### src/hdl/ors_pkg.sv
// ----------------------------------------------------------------------------
// ors_pkg
// Shared types and constants of the 1-Wire ROM search decision engine.
// ----------------------------------------------------------------------------
`default_nettype none

package ors_pkg;

  typedef enum logic [1:0] {
    CMD_NEW    = 2'd0,
    CMD_PASS   = 2'd1,
    CMD_PAIR   = 2'd2,
    CMD_UNUSED = 2'd3
  } cmd_t;

  localparam int          ROM_W            = 64;
  localparam int          CNT_W            = 8;
  localparam int          CMD_BITS         = 8;
  localparam int          BEAT_W           = $clog2(CMD_BITS);
  localparam logic [7:0]  SEARCH_CMD_RESET = 8'hF0;
  localparam logic [CNT_W-1:0] COUNT_MAX   = 8'hFF;

  typedef struct packed {
    logic                 burst;
    logic [CMD_BITS-1:0]  cmd_byte;
    logic                 write_bit;
    logic                 write_valid;
    logic [ROM_W-1:0]     found_rom;
    logic                 rom_valid;
    logic                 search_done;
    logic                 no_device;
    logic                 read_error;
    logic [CNT_W-1:0]     device_count;
  } res_t;

endpackage

`default_nettype wire

### src/hdl/ors_if.sv
// ----------------------------------------------------------------------------
// ors_if
// Request channels of the ROM search engine: input, result and config.
// ----------------------------------------------------------------------------
`default_nettype none

interface ors_in_if;
  logic       valid;
  logic       ready;
  logic [1:0] cmd;
  logic       device_present;
  logic       bit_a;
  logic       bit_b;

  modport source (output valid, cmd, device_present, bit_a, bit_b, input ready);
  modport sink   (input valid, cmd, device_present, bit_a, bit_b, output ready);
endinterface

interface ors_out_if;
  logic        valid;
  logic        ready;
  logic        write_bit;
  logic        write_valid;
  logic        last;
  logic [63:0] found_rom;
  logic        rom_valid;
  logic        search_done;
  logic        no_device;
  logic        read_error;
  logic [7:0]  device_count;

  modport source (output valid, write_bit, write_valid, last, found_rom, rom_valid,
                  search_done, no_device, read_error, device_count, input ready);
  modport sink   (input valid, write_bit, write_valid, last, found_rom, rom_valid,
                  search_done, no_device, read_error, device_count, output ready);
endinterface

interface ors_cfg_if;
  logic       valid;
  logic       ready;
  logic [7:0] search_command;

  modport source (output valid, search_command, input ready);
  modport sink   (input valid, search_command, output ready);
endinterface

`default_nettype wire

### src/hdl/ors_core.sv
// ----------------------------------------------------------------------------
// ors_core
// Input register, search state and the per-request direction decision.
// ----------------------------------------------------------------------------
`default_nettype none

module ors_core
  import ors_pkg::*;
#(
  parameter int ROM_BITS = 64
) (
  input  wire logic          clk,
  input  wire logic          rst_n,
  ors_in_if.sink             in_ch,
  input  wire logic [7:0]    search_command,
  output logic               res_valid,
  output res_t               res,
  input  wire logic          res_ready
);

  localparam int PW = $clog2(ROM_BITS + 2);
  localparam int IW = $clog2(ROM_BITS);
  localparam logic [PW-1:0] POS_FIRST = PW'(1);
  localparam logic [PW-1:0] POS_LAST  = PW'(ROM_BITS);
  localparam logic [PW-1:0] POS_IDLE  = PW'(ROM_BITS + 1);

  logic                in_vld_r;
  cmd_t                cmd_r;
  logic                present_r;
  logic                a_r;
  logic                b_r;

  logic [ROM_BITS-1:0] code_r, code_nxt;
  logic [PW-1:0]       ld_r, ld_nxt;
  logic [PW-1:0]       nm_r, nm_nxt;
  logic [PW-1:0]       bp_r, bp_nxt;
  logic [CNT_W-1:0]    cnt_r, cnt_nxt;
  logic                fin_r, fin_nxt;

  logic                has_res;
  logic                dir_bit;
  logic                advance;
  logic                accept;
  logic                in_pass;
  logic [PW-1:0]       pos_m1;
  logic [IW-1:0]       idx;

  assign pos_m1  = bp_r - POS_FIRST;
  assign idx     = pos_m1[IW-1:0];
  assign in_pass = (bp_r >= POS_FIRST) && (bp_r <= POS_LAST);

  always_comb begin
    code_nxt = code_r;
    ld_nxt   = ld_r;
    nm_nxt   = nm_r;
    bp_nxt   = bp_r;
    cnt_nxt  = cnt_r;
    fin_nxt  = fin_r;
    has_res  = 1'b0;
    dir_bit  = 1'b0;
    res      = '0;
    if (in_vld_r) begin
      unique case (cmd_r)
        CMD_NEW: begin
          code_nxt = '0;
          ld_nxt   = '0;
          nm_nxt   = '0;
          bp_nxt   = POS_FIRST;
          cnt_nxt  = '0;
          fin_nxt  = 1'b0;
        end
        CMD_PASS: begin
          has_res = 1'b1;
          if (fin_r) begin
            // finished search, status only
          end else if (!present_r) begin
            cnt_nxt       = '0;
            fin_nxt       = 1'b1;
            bp_nxt        = POS_IDLE;
            res.no_device = 1'b1;
          end else begin
            bp_nxt          = POS_FIRST;
            nm_nxt          = '0;
            res.burst       = 1'b1;
            res.cmd_byte    = search_command;
            res.write_valid = 1'b1;
          end
        end
        CMD_PAIR: begin
          if (!fin_r && in_pass) begin
            has_res = 1'b1;
            if (a_r && b_r) begin
              ld_nxt         = '0;
              nm_nxt         = '0;
              fin_nxt        = 1'b1;
              bp_nxt         = POS_IDLE;
              res.read_error = 1'b1;
            end else begin
              if (a_r || b_r) begin
                dir_bit = a_r;
              end else if (bp_r == ld_r) begin
                dir_bit = 1'b1;
              end else if (bp_r > ld_r) begin
                dir_bit = 1'b0;
                nm_nxt  = bp_r;
              end else begin
                dir_bit = code_r[idx];
                if (!dir_bit) begin
                  nm_nxt = bp_r;
                end
              end
              code_nxt[idx] = dir_bit;
              if (bp_r == POS_LAST) begin
                ld_nxt        = nm_nxt;
                cnt_nxt       = (cnt_r == COUNT_MAX) ? cnt_r : cnt_r + 1'b1;
                fin_nxt       = (nm_nxt == '0);
                bp_nxt        = POS_IDLE;
                res.found_rom = ROM_W'(code_nxt);
                res.rom_valid = 1'b1;
              end else begin
                bp_nxt = bp_r + 1'b1;
              end
              res.write_bit   = dir_bit;
              res.write_valid = 1'b1;
            end
          end
        end
        CMD_UNUSED: begin
        end
        default: begin
        end
      endcase
    end
    res.search_done  = fin_nxt;
    res.device_count = cnt_nxt;
  end

  assign res_valid   = in_vld_r && has_res;
  assign advance     = in_vld_r && (!has_res || res_ready);
  assign in_ch.ready = !in_vld_r || advance;
  assign accept      = in_ch.valid && in_ch.ready;

  always_ff @(posedge clk) begin
    if (!rst_n) begin
      in_vld_r <= 1'b0;
      code_r   <= '0;
      ld_r     <= '0;
      nm_r     <= '0;
      bp_r     <= POS_FIRST;
      cnt_r    <= '0;
      fin_r    <= 1'b0;
    end else begin
      if (accept) begin
        in_vld_r <= 1'b1;
      end else if (advance) begin
        in_vld_r <= 1'b0;
      end
      if (advance) begin
        code_r <= code_nxt;
        ld_r   <= ld_nxt;
        nm_r   <= nm_nxt;
        bp_r   <= bp_nxt;
        cnt_r  <= cnt_nxt;
        fin_r  <= fin_nxt;
      end
    end
  end

  always_ff @(posedge clk) begin
    if (accept) begin
      cmd_r     <= cmd_t'(in_ch.cmd);
      present_r <= in_ch.device_present;
      a_r       <= in_ch.bit_a;
      b_r       <= in_ch.bit_b;
    end
  end

endmodule

`default_nettype wire

### src/hdl/ors_emit.sv
// ----------------------------------------------------------------------------
// ors_emit
// Result register; plays a pass start out as eight command-bit results.
// ----------------------------------------------------------------------------
`default_nettype none

module ors_emit
  import ors_pkg::*;
(
  input  wire logic clk,
  input  wire logic rst_n,
  input  wire logic res_valid,
  input  wire res_t res,
  output logic      res_ready,
  ors_out_if.source out_ch
);

  logic              vld_r;
  res_t              res_r;
  logic [BEAT_W-1:0] beat_r;
  logic              out_last;

  assign out_last  = !res_r.burst || (beat_r == BEAT_W'(CMD_BITS - 1));
  assign res_ready = !vld_r || (out_ch.ready && out_last);

  always_ff @(posedge clk) begin
    if (!rst_n) begin
      vld_r  <= 1'b0;
      beat_r <= '0;
    end else if (res_ready) begin
      vld_r  <= res_valid;
      beat_r <= '0;
    end else if (out_ch.ready) begin
      beat_r <= beat_r + 1'b1;
    end
  end

  always_ff @(posedge clk) begin
    if (res_ready && res_valid) begin
      res_r <= res;
    end
  end

  assign out_ch.valid        = vld_r;
  assign out_ch.write_bit    = res_r.burst ? res_r.cmd_byte[beat_r] : res_r.write_bit;
  assign out_ch.write_valid  = res_r.write_valid;
  assign out_ch.last         = out_last;
  assign out_ch.found_rom    = res_r.found_rom;
  assign out_ch.rom_valid    = res_r.rom_valid;
  assign out_ch.search_done  = res_r.search_done;
  assign out_ch.no_device    = res_r.no_device;
  assign out_ch.read_error   = res_r.read_error;
  assign out_ch.device_count = res_r.device_count;

endmodule

`default_nettype wire

### src/hdl/onewire_rom_search.sv
// ----------------------------------------------------------------------------
// onewire_rom_search
// Decision engine of a 1-Wire ROM search master.
// ----------------------------------------------------------------------------
// path: core input register, then the result register of the emitter
// throughput: one request per cycle unless results stall; a pass start holds
//   the result register; its eight command bits go out one per ready cycle
// reset: synchronous active low; state as after a new search, command 0xF0
// ----------------------------------------------------------------------------
`default_nettype none

module onewire_rom_search
  import ors_pkg::*;
#(
  parameter int ROM_BITS = 64
) (
  input  wire logic clk,
  input  wire logic rst_n,
  ors_in_if.sink    in_ch,
  ors_out_if.source out_ch,
  ors_cfg_if.sink   cfg_ch
);

  logic       cfg_wr;
  logic [7:0] search_cmd_q_r;
  logic       res_valid;
  logic       res_ready;
  res_t       res;

  assign cfg_ch.ready = 1'b1;
  assign cfg_wr       = cfg_ch.valid && cfg_ch.ready;

  always_ff @(posedge clk) begin
    if (!rst_n) begin
      search_cmd_q_r <= SEARCH_CMD_RESET;
    end else if (cfg_wr) begin
      search_cmd_q_r <= cfg_ch.search_command;
    end
  end

  ors_core #(
    .ROM_BITS(ROM_BITS)
  ) u_core (
    .clk           (clk),
    .rst_n         (rst_n),
    .in_ch         (in_ch),
    .search_command(search_cmd_q_r),
    .res_valid     (res_valid),
    .res           (res),
    .res_ready     (res_ready)
  );

  ors_emit u_emit (
    .clk      (clk),
    .rst_n    (rst_n),
    .res_valid(res_valid),
    .res      (res),
    .res_ready(res_ready),
    .out_ch   (out_ch)
  );

  a_rom_closes_pass: assert property (@(posedge clk) disable iff (!rst_n)
    out_ch.valid && out_ch.rom_valid |-> out_ch.write_valid && out_ch.last)
    else $error("rom report without final write bit");

  a_abort_status: assert property (@(posedge clk) disable iff (!rst_n)
    out_ch.valid && (out_ch.read_error || out_ch.no_device)
      |-> out_ch.search_done && !out_ch.write_valid && out_ch.last)
    else $error("abort result malformed");

  a_idle_accepts: assert property (@(posedge clk) disable iff (!rst_n)
    !out_ch.valid |-> in_ch.ready)
    else $error("input stalled with empty result register");

endmodule

`default_nettype wire

### src/flat_wrapper.sv
// flat-port wrapper written by rule: the top's interface ports become plain ports
module onewire_rom_search_flat import ors_pkg::*;
#(
  parameter int ROM_BITS = 64
)
  (clk, rst_n, in_ch_valid, in_ch_cmd, in_ch_device_present, in_ch_bit_a, in_ch_bit_b, in_ch_ready, out_ch_valid, out_ch_write_bit, out_ch_write_valid, out_ch_last, out_ch_found_rom, out_ch_rom_valid, out_ch_search_done, out_ch_no_device, out_ch_read_error, out_ch_device_count, out_ch_ready, cfg_ch_valid, cfg_ch_search_command, cfg_ch_ready);
  ors_in_if in_ch_i ();
  ors_out_if out_ch_i ();
  ors_cfg_if cfg_ch_i ();
  input  wire logic clk;
  input  wire logic rst_n;
  input wire logic [$bits(in_ch_i.valid)-1:0] in_ch_valid;
  input wire logic [$bits(in_ch_i.cmd)-1:0] in_ch_cmd;
  input wire logic [$bits(in_ch_i.device_present)-1:0] in_ch_device_present;
  input wire logic [$bits(in_ch_i.bit_a)-1:0] in_ch_bit_a;
  input wire logic [$bits(in_ch_i.bit_b)-1:0] in_ch_bit_b;
  output wire logic [$bits(in_ch_i.ready)-1:0] in_ch_ready;
  output wire logic [$bits(out_ch_i.valid)-1:0] out_ch_valid;
  output wire logic [$bits(out_ch_i.write_bit)-1:0] out_ch_write_bit;
  output wire logic [$bits(out_ch_i.write_valid)-1:0] out_ch_write_valid;
  output wire logic [$bits(out_ch_i.last)-1:0] out_ch_last;
  output wire logic [$bits(out_ch_i.found_rom)-1:0] out_ch_found_rom;
  output wire logic [$bits(out_ch_i.rom_valid)-1:0] out_ch_rom_valid;
  output wire logic [$bits(out_ch_i.search_done)-1:0] out_ch_search_done;
  output wire logic [$bits(out_ch_i.no_device)-1:0] out_ch_no_device;
  output wire logic [$bits(out_ch_i.read_error)-1:0] out_ch_read_error;
  output wire logic [$bits(out_ch_i.device_count)-1:0] out_ch_device_count;
  input wire logic [$bits(out_ch_i.ready)-1:0] out_ch_ready;
  input wire logic [$bits(cfg_ch_i.valid)-1:0] cfg_ch_valid;
  input wire logic [$bits(cfg_ch_i.search_command)-1:0] cfg_ch_search_command;
  output wire logic [$bits(cfg_ch_i.ready)-1:0] cfg_ch_ready;
  assign in_ch_i.valid = in_ch_valid;
  assign in_ch_i.cmd = in_ch_cmd;
  assign in_ch_i.device_present = in_ch_device_present;
  assign in_ch_i.bit_a = in_ch_bit_a;
  assign in_ch_i.bit_b = in_ch_bit_b;
  assign in_ch_ready = in_ch_i.ready;
  assign out_ch_valid = out_ch_i.valid;
  assign out_ch_write_bit = out_ch_i.write_bit;
  assign out_ch_write_valid = out_ch_i.write_valid;
  assign out_ch_last = out_ch_i.last;
  assign out_ch_found_rom = out_ch_i.found_rom;
  assign out_ch_rom_valid = out_ch_i.rom_valid;
  assign out_ch_search_done = out_ch_i.search_done;
  assign out_ch_no_device = out_ch_i.no_device;
  assign out_ch_read_error = out_ch_i.read_error;
  assign out_ch_device_count = out_ch_i.device_count;
  assign out_ch_i.ready = out_ch_ready;
  assign cfg_ch_i.valid = cfg_ch_valid;
  assign cfg_ch_i.search_command = cfg_ch_search_command;
  assign cfg_ch_ready = cfg_ch_i.ready;
  onewire_rom_search #(.ROM_BITS(ROM_BITS)) u_core (.clk(clk), .rst_n(rst_n), .in_ch(in_ch_i), .out_ch(out_ch_i), .cfg_ch(cfg_ch_i));
endmodule
### config.mk
export PLATFORM = sky130hd
export DESIGN_NAME = onewire_rom_search_flat
export DESIGN_NICKNAME = d
export VERILOG_FILES = /design/src/hdl/ors_pkg.sv /design/src/hdl/ors_if.sv /design/src/hdl/ors_core.sv /design/src/hdl/ors_emit.sv /design/src/hdl/onewire_rom_search.sv /design/src/flat_wrapper.sv
export SDC_FILE = /design/constraint.sdc
export NUM_CORES = 1
export LEC_CHECK = 0
export BUFFER_PORTS_ARGS = -buffer_cell sky130_fd_sc_hd__buf_2
export CORE_MARGIN = 10
export CORE_UTILIZATION = 60
export DETAILED_ROUTE_END_ITERATION = 10
export GPL_TIMING_DRIVEN = 0
export PLACE_DENSITY = 0.81
export SETUP_SLACK_MARGIN = 0.5
export SLEW_MARGIN = 20
export SYNTH_ARGS = -nofsm -noshare
export SYNTH_HDL_FRONTEND = slang
export SYNTH_HIERARCHICAL = 1
export SYNTH_SLANG_ARGS = --single-unit
### constraint.sdc
create_clock -name clk -period 5.3 [get_ports clk]
set_clock_uncertainty 0.15 [all_clocks]
set_input_delay 1.06 -clock clk [delete_from_list [all_inputs] [get_ports clk]]
set_output_delay 1.06 -clock clk [all_outputs]
set_load 0.005 [all_outputs]
# [Yosys cells after proc, flatten, opt, wreduce, memory -nomap -nowiden]
# Cells that the tools add are included.
# W data, S select, Z words.
[totals] reg_bits=199
[op_classes] mux=69 order_cmp=6 bitwise_logic=7 eq_ne=11 add_sub_neg=4 reduce_logical=34
[op_table] operator="$mux W7" n=20
[op_table] operator="$mux W66" n=2
[op_table] operator="$mux W64" n=2
[op_table] operator="$pmux W64 S2" n=1
[op_table] operator="$mux W65" n=1
[op_table] operator="$bwmux W64" n=1
[op_table] operator="$mux W8" n=7
[op_table] operator="$pmux W7 S3" n=2
[op_table] operator="$mux W1" n=24
[op_table] operator="$pmux W8 S3" n=1
[op_table] operator="$reduce_and A5 Y1" n=3
[op_table] operator="$pmux W7 S2" n=1
[op_table] operator="$logic_and A1 B1 Y1" n=9
[op_table] operator="$mux W9" n=1
[op_table] operator="$add A8 B1 Y8 const B" n=1
[op_table] operator="$eq A8 B8 Y1 const B" n=1
[op_table] operator="$ne A2 B2 Y1 const B" n=4
[op_table] operator="$reduce_or A4 Y1" n=2
[op_table] operator="$add A7 B1 Y7 const B" n=1
[op_table] operator="$eq A7 B7 Y1" n=1
[op_table] operator="$eq A7 B7 Y1 const B" n=1
[op_table] operator="$ge A7 B1 Y1 const B" n=1
[op_table] operator="$gt A7 B7 Y1" n=1
[op_table] operator="$le A7 B7 Y1 const B" n=1
[op_table] operator="26 further kinds" n=42

# [Longest topological paths before layout]
# Gate-level depths: netlist of the first run.
[logic_depth] ltp_word=17 ltp_mapped=15

# [By module]
# The synthesis of the first run kept the hierarchy.
[by_module_without_submodules] module="ors_core" area_each_um2=6615.1 n_inst=1 seq_area_each_um2=2052.0 cells_per_inst=840
[by_module_without_submodules] module="ors_emit" area_each_um2=3429.5 n_inst=1 seq_area_each_um2=2692.6 cells_per_inst=187
[by_module_without_submodules] module="onewire_rom_search" area_each_um2=302.8 n_inst=1 seq_area_each_um2=160.2 cells_per_inst=27

# [Worst setup path before layout of the first run]
# Ideal clock, no wire load.
[synth_timing] path_kind="reg-to-reg" start="register u_core.u_core.bp_r[0]" end="register u_core.u_emit.res_r, in the netlist u_core/u_emit/out_ch.device_count[0], enable pin" setup_slack_ns=1.082 arrival_ns=3.613 path_stages_with_launch=10 period_less_slack_ns=4.218 setup_time_ns=0.455 required_ns=4.695 path_buffers=2 cell_sequence="dfxtp_1 -> buf_4 -> buf_2 -> nor3_1 -> a21o_1 -> a21oi_2 -> and2_1 -> o211ai_1 -> inv_1 -> and2_1"
[synth_between] elab_chain_cells=8 word_cells_on_any_way=9 cone_classes="2 x order compare; 3 x mux; 4 x reduce/logical"
[synth_lines] element="start: declaration" line_no="ors_core.sv:36" source="logic [PW-1:0] bp_r, bp_nxt;"
[synth_lines] element="start signal: assignment" line_no="ors_core.sv:162" source="bp_r <= bp_nxt;"
[synth_lines] element="$ge A7 B1 Y1 / $le A7 B7 Y1 (equally long branches)" line_no="ors_core.sv:50" source="assign in_pass = (bp_r >= POS_FIRST) && (bp_r <= POS_LAST);"
[synth_lines] element="$logic_and A1 B1 Y1 (*)" line_no="ors_core.sv:50"
[synth_lines] element="$logic_and A1 B1 Y1 (*)" line_no="ors_core.sv:90" source="if (!fin_r && in_pass) begin"
[synth_lines] element="$mux W1 (*)" line_no="ors_core.sv:90"
[synth_lines] element="$pmux W1 S2 (*)" line_no="ors_core.sv:63" source="unique case (cmd_r)"
[synth_lines] element="$mux W1 (*)" line_no="ors_core.sv:62" source="if (in_vld_r) begin"
[synth_lines] element="$logic_and A1 B1 Y1 (*)" line_no="ors_core.sv:138" source="assign res_valid = in_vld_r && has_res;"
[synth_lines] element="net u_core.res_valid" line_no="onewire_rom_search.sv:26" source="logic res_valid;"
[synth_lines] element="$logic_and A1 B1 Y1 (*)" line_no="ors_emit.sv:39" source="if (res_ready && res_valid) begin"
[synth_lines] element="end signal: assignment" line_no="ors_emit.sv:40" source="res_r <= res;"
[synth_lines] element="end: declaration" line_no="ors_emit.sv:19" source="res_t res_r;"
# The timed path passes the listed nets; every way through them passes the cells marked *.
# A chain may end at the register's enable or synchronous reset.

# [Worst setup path after layout of the first run]
[layout_timing] start="register u_core.u_core.bp_r[0]" end="register u_core.u_emit.res_r, in the netlist u_core/u_emit/out_ch.found_rom[41], data pin"
[layout_between] elab_chain_cells=11 word_cells_on_any_way=26 cone_classes="1 x add/sub; 5 x order compare; 2 x eq/ne; 12 x mux; 2 x bitwise; 4 x reduce/logical"
[layout_lines] element="$sub A6 B1 Y6" line_no="ors_core.sv:48" source="assign pos_m1 = bp_r - POS_FIRST;"
[layout_lines] element="$bmux W1 S6" line_no="ors_core.sv:107" source="dir_bit = code_r[idx];"
[layout_lines] element="$mux W1 (not written as such)" line_no="ors_core.sv:107"
[layout_lines] element="$mux W1" line_no="ors_core.sv:103" source="end else if (bp_r > ld_r) begin"
[layout_lines] element="$mux W1" line_no="ors_core.sv:101" source="end else if (bp_r == ld_r) begin"
[layout_lines] element="$mux W1" line_no="ors_core.sv:99" source="if (a_r || b_r) begin"
[layout_lines] element="$mux W1" line_no="ors_core.sv:92" source="if (a_r && b_r) begin"
[layout_lines] element="$mux W1" line_no="ors_core.sv:90"
[layout_lines] element="$mux W1" line_no="ors_core.sv:63"
[layout_lines] element="$mux W1" line_no="ors_core.sv:62"
[layout_lines] element="$bwmux W64" line_no="ors_core.sv:112" source="code_nxt[idx] = dir_bit;"
# Several ways; a longest one is shown, not always the timed one. The select of a mux whose other input is x is not followed.

==> run_results.csv, run 1 <==
group,metric,value,unit
status,status,"finished, final reports clean",
cts,cts.sinks,199,
floorplanning,row_count,47,
cts,cts_root_buf,"clkbuf_16",
yosys,synth.distinct_cells,80,
sta,fin_crit,4.49,ns
yosys,synth_area_per_cell,9.82,um2
floorplanning,die_h,151,um
global_route,met1_usage,0.287,
worst_setup_path,critPathCaptureType,"flop",
power_and_ir_drop,power_leakage,0.00442,uW
global_route,grt_max_degree,45,
placed_design,io_buffers,97,
hold_path,hold_class,"reg2reg",
yosys,synth_commonest_cells,"nand2_1 (117), dfxtp_1 (107), o21ai_0 (93)",
global_route,overflow,0,
placed_design,placed_cells,1372,
floorplanning,core,0.0168,mm2
global_route,track_usage,0.237,
worst_setup_path,worstPathMaxFanout,11,
cts,ctsHtreeMaxLevel,4,
sta,relSlewSlack,0.313,
yosys,synth_most_common_cell,"nand2_1",
job,cap_violations,0,
worst_setup_path,cp.arrival,4.49,ns
yosys,ys.flop_type,"dfxtp_1",
cts,insertion_delay,0.44,ns
yosys,synth_cells,1054,
sta,whs,0.287,ns
floorplanning,initial_core_util,0.617,
yosys,yosys.area.top_type,"edfxtp_1",
power_and_ir_drop,vdd_drop_max,224,uV
final_layout,area_growth,13.6,%
yosys,synthArstFlopShare,0,
yosys,synth_seq_cells,199,
worst_setup_path,path_class,"reg2reg",
global_route,grt_pass1_wl,42700,um
drt,routed_via_density,6.17,
yosys,synth_seq_area_share,0.474,
drt,num_vias,8664,
worst_setup_path,startpoint_type,"flop",
global_route,antenna_found_initial,0,
final_layout,final_nets,1207,
sta,drv_slew,0,
cts,numCtsBuffers,17,
global_route,grt_pass1_vias,8081,
sta,hold_viol,0,
power_and_ir_drop,power_density,270,mW/mm2
drt,firstDrtPassIters,6,
sta,tns,0,ns
final_layout,layout.cells.non_filler,1404,
drt,drc,0,
yosys,yosysTopAreaCellShare,0.267,
cts,cts_tree,"built",
sta,rsz0062_at_grt,"false",
cts,cts_max_path_buffers,2,
sta,worstMarginPinSlew,1.03,ns
sta,timing.fmax,0.223,GHz
drt,wirelength,27100,um
worst_setup_path,cp.required,5.30,ns
floorplanning,die_w,151,um
sta,period_share,0.847,
final_layout,drive_above_1_share,0.220,
power_and_ir_drop,finalPower,3170,uW
global_route,grt_use_met3,0.0570,
yosys,ys_warn_count,6,
drt,wire_per_inst,19.3,um
cts,cts.clk_slew.worst_paths,0.07,ns
yosys,syn-num-nets,1090,
global_route,use_met2,0.391,
cts,cts_setup_buffers,0,
yosys,syn_area,0.0103,mm2
final_layout,diodes,0,
yosys,synth_edf_count,92,
sta,finalSetupViolCount,0,
final_layout,final_core_util,0.701,
global_route,grt_most_used_layer,"met2",
floorplanning,dieArea,0.0229,mm2
drt,dr.first_iter.drc_count,1001,
placed_design,dp_hpwl,19000,um
cts,ctsHoldBuffers,0,
yosys,synth.area.top_cells,"edfxtp_1 (27%), dfxtp_1 (21%), buf_4 (5.5%)",
floorplanning,ios,100,
placed_design,place_congestion,1.02,
drt,final_antenna_net_count,0,
-- timing repair --
action,in CTS,in global routing
endpoints found under the setup margin,74,21
gates cloned,0,0
resized for setup,2,10
-- area by class of cell --
| cell class | instances | area [um2] |
|---|---|---|
| Buffer | 144 | 873 |
| Sequential cell | 199 | 4910 |
| Fill cell | 1301 | 5000 |
| Clock inverter | 15 | 170 |
| Multi-Input combinational cell | 691 | 4520 |
| Clock buffer | 17 | 425 |
| Timing Repair Buffer | 98 | 505 |
| Inverter | 20 | 76.3 |
| Tap cell | 220 | 275 |
-- per-stage QoR --
stage	cell area [um2]	worst slack (ns)
after floorplan	10300	1.08
after global placement	11100	-0.0696
after detailed placement	11100	0.223
after CTS	11700	0.504
after global routing	11800	0.623
final	11800	0.811
-- cells in the final DEF (no fill, tap or decap), types with 15 or more instances in the layout --
cell type    n
o21ai_0     93
inv_1       19
nor2_1      34
buf_2      108
a32o_1      48
nand3_1     43
nor2b_1     18
ha_1        18
edfxtp_1    92
mux2i_1     27
nand4_1     16
dfxtp_1    106
clkbuf_16   17
and2_1      68
nand2_1    117
clkbuf_1    48
nor3_1      15
buf_4       76
a21oi_1     24
-- report_power, final --
group	leakage, uW	total [uW]	internal (uW)	switching, uW
sequential	0.00174	1630	1620	13.1
clock	0.000279	1300	705	595
combinational	0.00240	234	80.3	153
total	0.00442	3170	2410	762
-- cell families (layout without fill, tap and decap cells) --
family                   after synthesis  in the layout  synth area share
AND/OR/NAND/NOR                      366            366             0.188
buffers and inverters                164            294            0.0912
flip-flops                           199            199             0.474
multiplexers                          40             40            0.0472
other                                  1              1          0.000362
AO/OA/AOI/OAI                        261            261             0.173
adder cells (fa/ha/maj)               18             18            0.0218
XOR/XNOR                               5              5           0.00496
-- critical path, stage by stage, from the launching register on --
cell and delay [ns]:
dfxtp_2 0.48, clkinv_2 0.30, ha_1 0.37, buf_2 0.22, xnor2_2 0.35, clkbuf_1 0.50, a311oi_1 0.19, o32ai_1 0.49
o31a_1 0.34, nand3b_1 0.24, clkbuf_1 0.37, o21ai_0 0.20
-- flip-flops by register name, indices dropped and copies added (netlist names), 2 cells and up --
register and flops:
u_core/u_core/nm_r 7, u_core/u_emit/out_ch.device_count 8, u_core/u_core/cmd_r 2, u_core/u_core/cnt_r 8, u_core/u_core/ld_r 7, u_core/u_emit/beat_r 3
u_core/search_cmd_q_r 8, u_core/u_emit/out_ch.found_rom 64, u_core/u_core/bp_r 7, u_core/u_emit/res_r 10, u_core/u_core/code_r 64
-- path summary, 6_finish.rpt --
kind	from	end	slack, ns	cells past startpoint
worst max-delay path	u_core/u_core/bp_r[0]$_SDFFE_PN1P_	u_core/u_emit/out_ch.found_rom[41]$_DFFE_PP_	0.81	11
worst min-delay path	u_core/u_core/ld_r[6]$_SDFFE_PN0P_	u_core/u_core/ld_r[6]$_SDFFE_PN0P_	0.29	2
worst max register to register	u_core/u_core/bp_r[0]$_SDFFE_PN1P_	u_core/u_emit/out_ch.found_rom[41]$_DFFE_PP_	0.81	11
worst min register to register	u_core/u_core/ld_r[6]$_SDFFE_PN0P_	u_core/u_core/ld_r[6]$_SDFFE_PN0P_	0.29	2
-- routing by layer --
layer | vias up | wire [um]
met5 | - | 0
li1 | 4024 | -
met1 | 4058 | 10500
met4 | 0 | 1090
met2 | 481 | 12800
met3 | 101 | 2670
No activity file was read; power rests on OpenSTA's default activity.
==> run 2, diff against run 1 <==
--- a/config.mk
+++ b/config.mk
@@ -7,10 +7,10 @@
 export LEC_CHECK = 0
 export BUFFER_PORTS_ARGS = -buffer_cell sky130_fd_sc_hd__buf_2
 export CORE_MARGIN = 10
-export CORE_UTILIZATION = 60
+export CORE_UTILIZATION = 54
 export DETAILED_ROUTE_END_ITERATION = 10
 export GPL_TIMING_DRIVEN = 0
-export PLACE_DENSITY = 0.81
+export PLACE_DENSITY = 0.77
 export SETUP_SLACK_MARGIN = 0.5
 export SLEW_MARGIN = 20
 export SYNTH_ARGS = -nofsm -noshare
==> constraint.sdc (replaced) <==
create_clock -name clk -period 3.7 [get_ports clk]
set_clock_uncertainty 0.15 [all_clocks]
set_input_delay 0.74 -clock clk [delete_from_list [all_inputs] [get_ports clk]]
set_output_delay 0.74 -clock clk [all_outputs]
set_load 0.005 [all_outputs]
==> run 2 against run 1 <==
Design area increased by 10%. Sequential power increased by 44%. Non-clock buffer count increased by 49. Final cell count increased by 4.5%. Sequential cell count unchanged. Worst hold slack improved by 0.023 ns. Largest power group unchanged. Global-route usage decreased by 0.94 points.
==> run_results.csv, run 2 (same netlist as run 1, synthesis figures left out) <==
group,metric,value,unit
status,status,"finished, final reports clean",
worst_setup_path,crit_top_cell,"buf_12",
placed_design,dp_hpwl,19700,um
job,cap_violations,0,
power_and_ir_drop,power_leakage,0.00497,uW
power_and_ir_drop,power_density,363,mW/mm2
worst_setup_path,cp.arrival,3.57,ns
floorplanning,row_count,50,
worst_setup_path,r2r-start,"u_core/u_core/bp_r[1]$_SDFFE_PN0P_",
drt,met3_length,2840,um
sta,rsz0062_at_grt,"true",
cts,cts.clk_slew.worst_paths,0.07,ns
drt,wire_per_inst,20.6,um
worst_setup_path,crit_slowest_cell,"mux4_2",
hold_path,holdPathStages,2,
sta,timing.fmax,0.295,GHz
global_route,grt_pass1_vias,8401,
hold_path,hold_start,"u_core/u_core/ld_r[3]$_SDFFE_PN0P_",
hold_path,hold_end,"u_core/u_core/ld_r[3]$_SDFFE_PN0P_",
sta,tns,0,ns
final_layout,drive_above_1_share,0.319,
cts,cts_root_buf,"clkbuf_16",
cts,insertion_delay,0.45,ns
placed_design,io_buffers,97,
final_layout,area_growth,25.1,%
sta,period_share,0.917,
drt,routed_via_density,6.16,
cts,cts_max_path_buffers,2,
cts,ctsHoldBuffers,0,
drt,wl_met1,11600,um
worst_setup_path,max_stage_delay,0.50,ns
sta,hold_viol,0,
hold_path,hold_class,"reg2reg",
sta,finalSetupViolCount,0,
drt,wirelength,30200,um
floorplanning,core,0.0188,mm2
global_route,track_usage,0.227,
worst_setup_path,r2r.worst_path.cells,16,
final_layout,fill_cells,1426,
drt,drc,0,
worst_setup_path,startpoint_type,"flop",
worst_setup_path,cp.required,3.88,ns
worst_setup_path,worst-path-buf-inv,8,
worst_setup_path,critPathCaptureType,"flop",
floorplanning,initial_core_util,0.551,
floorplanning,dieArea,0.0251,mm2
final_layout,diodes,0,
drt,num_vias,9034,
global_route,grt_pass1_wl,44600,um
final_layout,final_common_cell,"nand2_1",
floorplanning,ios,100,
drt,top_layer,"met4",
global_route,overflow,0,
drt,dr.first_iter.drc_count,1048,
drt,final_antenna_net_count,0,
drt,firstDrtPassIters,6,
final_layout,layout_common_cells,"nand2_1 (115), buf_4 (109), dfxtp_1 (102), buf_2 (101), edfxtp_1 (92)",
cts,numCtsBuffers,17,
sta,worstMarginPinSlew,0.857,ns
sta,drv_slew,0,
floorplanning,die_w,158,um
power_and_ir_drop,vdd_drop_max,329,uV
worst_setup_path,worstPathMaxFanout,6,
drt,met2_length,14300,um
cts,ctsHtreeMaxLevel,4,
worst_setup_path,path_class,"reg2reg",
final_layout,final_nets,1256,
cts,cts_tree,"built",
floorplanning,die_h,158,um
worst_setup_path,reg2reg_to,"u_core/u_core/ld_r[1]$_SDFFE_PN0P_",
placed_design,place_congestion,0.985,
worst_setup_path,cp_cell_sequence,"clkbuf_16 -> clkinv_8 -> ha_4 -> xor2_4 -> buf_12 -> mux4_2 -> and2_4 -> a211oi_4 -> nand2b_4 -> o31a_1 -> buf_4 -> buf_12 -> buf_12 -> buf_6 -> clkbuf_16 -> o211ai_1",
cts,cts.sinks,199,
sta,whs,0.310,ns
worst_setup_path,cp_top_family,"buffers and inverters",
sta,fin_crit,3.39,ns
sta,relSlewSlack,0.423,
global_route,antenna_found_initial,0,
worst_setup_path,r2r_slack,0.31,ns
global_route,grt_max_degree,88,
[run 2: what timing repair did]
| action | 4_1_cts | 5_1_grt |
|---|---|---|
| cloned | 1 | 5 |
| pin swaps | 27 | 47 |
| endpoints found under the setup margin | 237 | 102 |
| resized for setup | 96 | 97 |
| buffers inserted | 24 | 19 |
[run 2: power breakdown]
part | internal [uW] | total [uW] | leakage [uW] | switching (uW)
Clock | 1030 | 1940 | 0.000300 | 907
Sequential | 2320 | 2340 | 0.00174 | 18.7
Combinational | 171 | 427 | 0.00293 | 257
[run 2: cell type report]
type	instances	area (um2)	share of cell area
plain buffers	144	1050	0.0813
clock inverters	14	190	0.0147
repair buffers	147	1060	0.0819
clock buffers	18	429	0.0332
flip-flops and latches	199	4920	0.380
multi-input cells	691	4890	0.378
well taps	234	293	0.0226
inverters	20	100	0.00774
[run 2: through the flow]
| stage | instances | worst slack [ns] | utilization | total power (uW) | area (um2) |
|---|---|---|---|---|---|
| after global routing | 1467 | 0.271 | 0.689 | 4830 | 12900 |
| after floorplan | 1054 | 0.510 | - | 2610 | 10400 |
| after detailed placement | 1385 | -0.626 | 0.595 | 2720 | 11200 |
| final | 1467 | 0.307 | 0.689 | 4700 | 12900 |
| after CTS | 1442 | 0.452 | 0.658 | 4660 | 12400 |
| after global placement | 1385 | -0.752 | 0.595 | 2710 | 11200 |
[run 2: layer usage]
| metal | GRT usage | up-vias |
|---|---|---|
| met3 | 0.0507 | 134 |
| met1 | 0.277 | 4258 |
| met4 | 0.110 | 0 |
| met5 | 0 | - |
| met2 | 0.373 | 509 |
| li1 | - | 4133 |
[run 2: how the worst max path moves through the flow]
stage                                                   from                                 end  slack (ns)  cells after the start
after floorplan           u_core/u_core/bp_r[1]$_SDFFE_PN0P_   u_core/u_emit/res_r[77]$_DFFE_PP_        0.51                     12
after global placement    u_core/u_core/bp_r[0]$_SDFFE_PN1P_   u_core/u_emit/res_r[77]$_DFFE_PP_       -0.75                     11
after detailed placement  u_core/u_core/bp_r[0]$_SDFFE_PN1P_   u_core/u_emit/res_r[77]$_DFFE_PP_       -0.63                     11
after CTS                 u_core/u_core/bp_r[0]$_SDFFE_PN1P_  u_core/u_core/nm_r[0]$_SDFFE_PN0P_        0.45                     11
after global routing      u_core/u_core/bp_r[1]$_SDFFE_PN0P_  u_core/u_core/nm_r[1]$_SDFFE_PN0P_        0.27                     14
final                     u_core/u_core/bp_r[1]$_SDFFE_PN0P_  u_core/u_core/ld_r[1]$_SDFFE_PN0P_        0.31                     16
[run 2: worst reg2reg max path, cell delays in order (launching register included)]
cell       delay (ns)
dfxtp_4          0.35
clkbuf_16        0.16
clkinv_8         0.05
ha_4             0.16
xor2_4           0.17
buf_12           0.15
mux4_2           0.50
and2_4           0.17
a211oi_4         0.22
nand2b_4         0.17
o31a_1           0.28
buf_4            0.18
buf_12           0.13
buf_12           0.11
buf_6            0.09
clkbuf_16        0.14
o211ai_1         0.09
